--- src/design/dmc_pkg.sv ---
package dmc_pkg;

	typedef enum logic [2:0] {
		ST_IDLE,
		ST_CLEAR,
		ST_PROBE,
		ST_LAST,
		ST_DECIDE,
		ST_POP,
		ST_OUT
	} state_t;

	typedef enum logic [1:0] {
		EV_STARTED     = 2'd0,
		EV_ADVANCED    = 2'd1,
		EV_BACKTRACKED = 2'd2,
		EV_FINISHED    = 2'd3
	} event_t;

	typedef enum logic [1:0] {
		DIR_UP    = 2'd0,
		DIR_DOWN  = 2'd1,
		DIR_LEFT  = 2'd2,
		DIR_RIGHT = 2'd3
	} dir_t;

	localparam logic REQ_START = 1'b0;
	localparam logic REQ_STEP  = 1'b1;

	localparam logic REG_GRID_ROWS = 1'b0;
	localparam logic REG_GRID_COLS = 1'b1;

	typedef logic [3:0][1:0] dir_order_t;

	typedef struct packed {
		logic [6:0] wr;
		logic [6:0] wc;
	} wall_t;

	typedef struct packed {
		logic hit;
		dir_t code;
	} choice_t;

	// Three-swap Fisher-Yates ordering of the four direction codes.
	function automatic dir_order_t shuffle(logic [1:0] p0, logic [1:0] p1, logic p2);
		dir_order_t o;
		logic [1:0] pk [3];
		logic [1:0] t;
		o[0] = 2'd0;
		o[1] = 2'd1;
		o[2] = 2'd2;
		o[3] = 2'd3;
		pk[0] = p0;
		pk[1] = (p1 == 2'd3) ? 2'd3 : p1 + 2'd1;
		pk[2] = {1'b1, p2};
		for (int i = 0; i < 3; i++) begin
			t = o[i];
			o[i] = o[pk[i]];
			o[pk[i]] = t;
		end
		return o;
	endfunction

	// Tries the codes in order. A visited neighbour passes the try on to the next
	// higher code, and one outside the grid ends the try.
	function automatic choice_t choose(dir_order_t o, logic [3:0] inb, logic [3:0] vis);
		choice_t ch;
		logic live;
		ch.hit = 1'b0;
		ch.code = DIR_UP;
		for (int i = 0; i < 4; i++) begin
			live = 1'b1;
			for (int c = 0; c < 4; c++) begin
				if (!ch.hit && live && (c >= int'(o[i]))) begin
					if (!inb[c]) begin
						live = 1'b0;
					end else if (!vis[c]) begin
						ch.hit = 1'b1;
						ch.code = dir_t'(c[1:0]);
					end
				end
			end
		end
		return ch;
	endfunction

endpackage

--- src/design/dmc_nbr.sv ---
module dmc_nbr #(
	parameter int MAX_ROWS = 32,
	parameter int MAX_COLS = 32
) (
	input  logic [(MAX_ROWS > 1 ? $clog2(MAX_ROWS) : 1)-1:0] cur_row,
	input  logic [(MAX_COLS > 1 ? $clog2(MAX_COLS) : 1)-1:0] cur_col,
	input  logic [($clog2(MAX_ROWS + 1) > 6 ? $clog2(MAX_ROWS + 1) : 6)-1:0] rows,
	input  logic [($clog2(MAX_COLS + 1) > 6 ? $clog2(MAX_COLS + 1) : 6)-1:0] cols,
	input  dmc_pkg::dir_t                                    code,
	output logic                                             inb,
	output logic [(MAX_ROWS > 1 ? $clog2(MAX_ROWS) : 1)-1:0] nb_row,
	output logic [(MAX_COLS > 1 ? $clog2(MAX_COLS) : 1)-1:0] nb_col,
	output dmc_pkg::wall_t                                   wall,
	output logic [(MAX_ROWS * MAX_COLS > 1 ? $clog2(MAX_ROWS * MAX_COLS) : 1)-1:0] addr
);
	import dmc_pkg::*;

	localparam int RW    = MAX_ROWS > 1 ? $clog2(MAX_ROWS) : 1;
	localparam int CW    = MAX_COLS > 1 ? $clog2(MAX_COLS) : 1;
	localparam int RDW   = $clog2(MAX_ROWS + 1) > 6 ? $clog2(MAX_ROWS + 1) : 6;
	localparam int CDW   = $clog2(MAX_COLS + 1) > 6 ? $clog2(MAX_COLS + 1) : 6;
	localparam int CELLS = MAX_ROWS * MAX_COLS;
	localparam int AW    = CELLS > 1 ? $clog2(CELLS) : 1;

	logic [RW+1:0] r2;
	logic [CW+1:0] c2;
	logic [RW+1:0] wr_full;
	logic [CW+1:0] wc_full;

	always_comb begin
		r2 = {1'b0, cur_row, 1'b0};
		c2 = {1'b0, cur_col, 1'b0};
		nb_row = cur_row;
		nb_col = cur_col;
		wr_full = r2 + (RW + 2)'(1);
		wc_full = c2 + (CW + 2)'(1);
		unique case (code)
			DIR_UP: begin
				inb = cur_row != '0;
				nb_row = cur_row - RW'(1);
				wr_full = r2;
			end
			DIR_DOWN: begin
				inb = (RDW'(cur_row) + RDW'(1)) < rows;
				nb_row = cur_row + RW'(1);
				wr_full = r2 + (RW + 2)'(2);
			end
			DIR_LEFT: begin
				inb = cur_col != '0;
				nb_col = cur_col - CW'(1);
				wc_full = c2;
			end
			DIR_RIGHT: begin
				inb = (CDW'(cur_col) + CDW'(1)) < cols;
				nb_col = cur_col + CW'(1);
				wc_full = c2 + (CW + 2)'(2);
			end
			default: begin
				inb = 1'b0;
			end
		endcase
		wall.wr = 7'(wr_full);
		wall.wc = 7'(wc_full);
		addr = inb ? AW'(int'(nb_row) * MAX_COLS + int'(nb_col)) : '0;
	end

endmodule

--- config.mk ---
export PLATFORM = sky130hd
export DESIGN_NAME = dmc_nbr
export DESIGN_NICKNAME = d
export VERILOG_FILES = /design/src/design/dmc_pkg.sv /design/src/design/dmc_nbr.sv
export SDC_FILE = /design/constraint.sdc
export NUM_CORES = 1
export LEC_CHECK = 0
export BUFFER_PORTS_ARGS = -buffer_cell sky130_fd_sc_hd__buf_2
export CORE_MARGIN = 2
export CORE_UTILIZATION = 52
export DETAILED_ROUTE_END_ITERATION = 6
export PLACE_DENSITY = 0.95
export SYNTH_ARGS = -nofsm -noshare
export SYNTH_HDL_FRONTEND = slang
export SYNTH_SLANG_ARGS = --single-unit
--- constraint.sdc ---
create_clock -name vclk -period 2.83
set_input_delay 0.1415 -clock vclk [all_inputs]
set_output_delay 0.1415 -clock vclk [all_outputs]
set_load 0.01 [all_outputs]
==> summary.md, run 1 <==
| Metric | Value |
|---|---|
| Status | complete, no violations |
| Met1 Usage GRT | 29.3% |
| Top Usage Layer GRT | met2 |
| Sequential area share after synthesis | 0% |
| Gpl congestion | 0.847 |
| Die Wd | 49.8 um |
| Hold Path Stages | 3 |
| Crit Path Class | input port to output pin |
| Met2 usage | 39.1% |
| Setup violators final | 0 |
| Post-CTS Resized | 0 |
| Max Slew Vio Count | 0 |
| Largest net degree at the start of global routing | 22 |
| Total Nets Final | 259 |
| WL final | 2.80 mm |
| Vias in the first global route | 1155 |
| Cts hold-fix bufs | 0 |
| Pleak | 0.000772 uW |
| Distinct cells, synth | 37 |
| DRC | 0 |
| IO buf count | 59 |
| Startpoint types | input port |
| Final hold viol count | 0 |
| HP Class | input port to output pin |
| Fill count | 176 |
| Met3 usage in global routing | 1.52% |
| Post-route setup TNS | 0 ps |
| Fin worst setup slack | 474 ps |
| Warnings, synthesis | 0 |
| Pre-CTS WS | 454 ps |
| Synth Net Count | 206 |
| Max cap viols | 0 |
| Initial antenna violation count | 0 |
| Die area | 0.00248 mm^2 |
| CP Data Required Time | 2690 ps |
| Initial Utilization | 55.5% |
| HPWL Detailed | 2.37 mm |
| Total GRT Usage | 22.3% |
| Final cycle utilization of the critical path | 83.3% |
| Register Area | 0 um^2 |
| Core box area | 0.00196 mm^2 |
| Peak supply drop | 0.111 mV |
| Via count | 1303 |
| Syn_area_per_cell | 6.81 um^2 |
| Num ports | 59 |
| Setup repair bufs after CTS | 0 |
| Flop pwr share | 0% |
| Crit path arrival time | 2210 ps |
| Drt first pass iters | 4 |
| Initial drt markers | 24 |
| Global-route wire length before repair | 4.64 mm |
| Post-Synthesis Cell Area | 0.00109 mm^2 |
| Row cnt | 16 |
| ANT cells | 0 |
| Die Height | 49.8 um |
| RSZ-0062 raised after global routing | false |
| Post-Syn Instances | 160 |
| Slew margin rel. | 76.7% |
| Combinational share of power | 100.0% |
| Power density over cell area | 197 mW/mm^2 |
| Crit path max fanout | 11 |
| Vias/cell | 5.47 |
| Final critical-path required period | 2360 ps |
| Share of post-route cells with drive strength above 1 | 32.7% |
| Grt total ovfl | 0 |
| Clock power frac | 0% |
| Clock buf count | 0 |
| Wire length per cell | 11.8 um |
| Crit. End Element | output pin |
| FFs & Latches | 0 |
| Max Clk Rate | 424 MHz |
| Worst Max-Slew Pin Slew | 346 ps |
| Sw Ratio | 56.2% |
| Routed Antenna Nets | 0 |
| Area delta synth->final | 26.5% |
| Internal power | 119 uW |
| P_sw | 153 uW |
==> cells in the mapped netlist, drive strengths merged (3+ instances only) <==
cell    number  area [um^2]
ha          20          250
inv         19         73.8
nand2       18         70.1
nor2        16         60.1
xnor2       14          123
nand3       10         50.1
o21ai        8         40.0
a21oi        7         38.8
xor2         6         52.6
clkbuf       5         18.8
buf          4         28.8
a21o         3         22.5
nor3b        3         22.5
==> kinds of logic (layout without fill, tap and decap cells) <==
family          count (synthesis)  after routing  synth area share, %
buf+inv                        28             79                 11.1
simple gates                   61             61                 27.2
compound gates                 27             27                 16.9
fa+ha+maj                      22             22                 26.6
mux                             2              2                 2.07
xor+xnor                       20             20                 16.1
==> placed cells by master (no fill, tap or decap), types with 6 or more instances in the layout <==
cell type	n
buf_2	59
ha_1	20
inv_1	18
nand2_1	17
nor2_1	16
xnor2_1	14
nand3_1	10
o21ai_0	7
xor2_1	6
a21oi_1	6
==> worst paths after layout <==
kind                  slack [ps]       start       to
worst max-delay path         470  cur_row[0]  addr[4]
worst min-delay path         650  cur_col[4]  wall[5]
==> power groups by stage <==
| stage | Clock, uW | Sequential (uW) | Combinational (uW) |
|---|---|---|---|
| final | 0 | 0 | 272 |
| after global routing | 0 | 0 | 304 |
| after CTS | 0 | 0 | 273 |
| after detailed placement | 0 | 0 | 271 |
| after global placement | 0 | 0 | 263 |
| after floorplan | 0 | 0 | 178 |
==> per-layer routing <==
layer	vias up	routed length [um]
li1	645	-
met1	601	1220
met2	53	1380
met3	4	162
met4	0	29
met5	-	0
==> area by class of cell <==
cell class / count / area (um^2) / share of cell area, %
inverters: 19 / 73.8 / 5.35
multi-input cells: 132 / 968 / 70.2
well taps: 27 / 33.8 / 2.45
repair buffers: 60 / 303 / 22.0
==> critical path: stages <==
cell and delay, ps:
buf_2 200, ha_1 250, nand3_1 110, xnor2_1 140, ha_1 290, a21o_1 170
a211oi_2 200, o21ai_1 110, o221a_2 220, nor3b_1 220, buf_2 160
==> per-stage QoR <==
| step | cells | util [%] | total power (uW) | area, um^2 | hold WS [ps] |
|---|---|---|---|---|---|
| detailed placement | 238 | 70.3 | 271 | 1380 | 644 |
| global placement | 238 | 70.3 | 263 | 1380 | 642 |
| finish | 238 | 70.3 | 272 | 1380 | 649 |
| global route | 238 | 70.3 | 304 | 1380 | 661 |
| floorplan | 160 | - | 178 | 1090 | 363 |
| CTS | 238 | 70.3 | 273 | 1380 | 644 |
Power figures use the tool's default switching activity.
==> run 2: changes to the inputs <==
--- a/config.mk
+++ b/config.mk
@@ -7,9 +7,9 @@
 export LEC_CHECK = 0
 export BUFFER_PORTS_ARGS = -buffer_cell sky130_fd_sc_hd__buf_2
 export CORE_MARGIN = 2
-export CORE_UTILIZATION = 52
+export CORE_UTILIZATION = 43
 export DETAILED_ROUTE_END_ITERATION = 6
-export PLACE_DENSITY = 0.95
+export PLACE_DENSITY = 0.93
 export SYNTH_ARGS = -nofsm -noshare
 export SYNTH_HDL_FRONTEND = slang
 export SYNTH_SLANG_ARGS = --single-unit
==> constraint.sdc (replaced) <==
create_clock -name vclk -period 2.05
set_input_delay 0.1025 -clock vclk [all_inputs]
set_output_delay 0.1025 -clock vclk [all_outputs]
set_load 0.01 [all_outputs]
==> summary.md, run 2 (synthesis results as in run 1) <==
| Metric | Value |
|---|---|
| Status | complete, no violations |
| Commonest non-fill, non-tap cells in the layout | 58 x buf_2, 18 x inv_1, 18 x ha_1, 17 x nand2_1, 15 x buf_4 |
| Crit Path Class | input port to output pin |
| IO buf count | 59 (unchanged) |
| Final cycle utilization of the critical path | 99.8% |
| FFs & Latches | 0 (unchanged) |
| Max Clk Rate | 489 MHz |
| Via count | 1377 (+5.7%) |
| Num ports | 59 (unchanged) |
| Routed Antenna Nets | 0 (unchanged) |
| Vias in the first global route | 1160 (+0.43%) |
| Wire length per cell | 13.3 um (+13%) |
| Crit path max fanout | 3 (-8) |
| Startpoint types | input port |
| Worst Max-Slew Pin Slew | 535 ps (+190 ps) |
| WHS | 561 ps (-87.8 ps) |
| Pre-CTS WS | -99.3 ps (-553 ps) |
| Top Family by Delay on Critical Path | simple AND/OR/NAND/NOR gates |
| CP Data Required Time | 1950 ps (-740 ps) |
| Final core area utilization | 65.4% (-4.8 points) |
| HPWL Detailed | 2.58 mm (+8.8%) |
| Drt first pass iters | 4 (unchanged) |
| Peak supply drop | 0.165 mV (+49%) |
| Global-route wire length before repair | 4.84 mm (+4.5%) |
| Leading cell type in the layout, fill and taps excluded | buf_2 |
| Die Wd | 54.3 um (+9.2%) |
| Pleak | 0.000872 uW (+13%) |
| Clock buf count | 0 (unchanged) |
| Largest net degree at the start of global routing | 22 (unchanged) |
| Crit path arrival time | 1940 ps (-270 ps) |
| Total Nets Final | 275 (+6.2%) |
| HP Class | input port to output pin |
| Die Height | 54.3 um (+9.2%) |
| Setup violators final | 0 (unchanged) |
| Share of post-route cells with drive strength above 1 | 43.6% (+11 points) |
| RSZ-0062 raised after global routing | true |
| Gpl congestion | 0.751 (-11%) |
| Final hold viol count | 0 (unchanged) |
| WL final | 3.41 mm (+22%) |
| CP max stage cell | or3_4 |
| Fin worst setup slack | 4.07 ps (-470 ps) |
| Initial Utilization | 44.8% (-11 points) |
| Initial antenna violation count | 0 (unchanged) |
| Max Slew Vio Count | 0 (unchanged) |
| Grt total ovfl | 0 (unchanged) |
| Post-route setup TNS | 0 ps (unchanged) |
| Core box area | 0.00243 mm^2 (+24%) |
| Final critical-path required period | 2050 ps |
| CP max stage delay | 390 ps (+100 ps) |
| Initial drt markers | 20 (-17%) |
| DRC | 0 (unchanged) |
| Max cap viols | 0 (unchanged) |
| Total GRT Usage | 21.4% (-0.91 points) |
| Row cnt | 18 (+2) |
| Crit-path cells | buf_6 > and2b_4 > inv_4 > fa_2 > a21o_1 > a21oi_2 > xnor2_1 > or3_4 > a211oi_2 > buf_2 |
| Slew margin rel. | 64.0% (-13 points) |
| Cts hold-fix bufs | 0 (unchanged) |
| Die area | 0.00295 mm^2 (+19%) |
| Crit path buffers/inverters | 3 (+1) |
| Vias/cell | 5.36 (-2.1%) |
| ANT cells | 0 (unchanged) |
| Power density over cell area | 278 mW/mm^2 (+41%) |
| Area delta synth->final | 46.0% |
| Register Area | 0 um^2 (unchanged) |
| Crit. End Element | output pin |
[run 2: cell count changes in the layout (fill, tap and decap cells not counted), sizes merged]
cell,previous run,this run
buf,60,75
o221a,1,2
[run 2: report_power, final]
| part | total [uW] | internal (uW) | switching [uW] |
|---|---|---|---|
| clock | 0 | 0 | 0 |
| combinational | 443 | 205 | 239 |
| sequential | 0 | 0 | 0 |
| total | 443 | 205 | 239 |
[run 2: stage by stage]
stage / area, um^2 / power, uW / cells
after floorplan: 1090 / 246 / 160
after global placement: 1490 / 385 / 255
after detailed placement: 1490 / 400 / 255
after CTS: 1530 / 415 / 256
after global routing: 1590 / 491 / 257
final: 1590 / 443 / 257
[run 2: cell type report]
cell class | count | area (um^2)
timing repair buffer | 75 | 425
tap | 30 | 37.5
inverter | 19 | 73.8
fill | 233 | 841
multi-input combinational | 133 | 1050
[run 2: layer usage]
layer / up-vias / routed length (um) / global-route usage (%)
met5: - / 0 / 0
met4: 0 / 24 / 1.25
met3: 2 / 172 / 0.546
met2: 52 / 1890 / 44.8
met1: 638 / 1320 / 24.5
li1: 685 / - / -
[run 2: worst paths after layout]
path / end / cells after the start / from
worst max-delay path: addr[9] / 10 / code[1]
worst min-delay path: wall[5] / 3 / cur_col[4]
[run 2: timing repair]
| item | 4_1_cts | 5_1_grt |
|---|---|---|
| setup buffers | 1 | 0 |
| gates resized for setup | 5 | 15 |
| pin swaps | 5 | 7 |
| setup endpoints to repair | 3 | 12 |
| cloned | 0 | 1 |
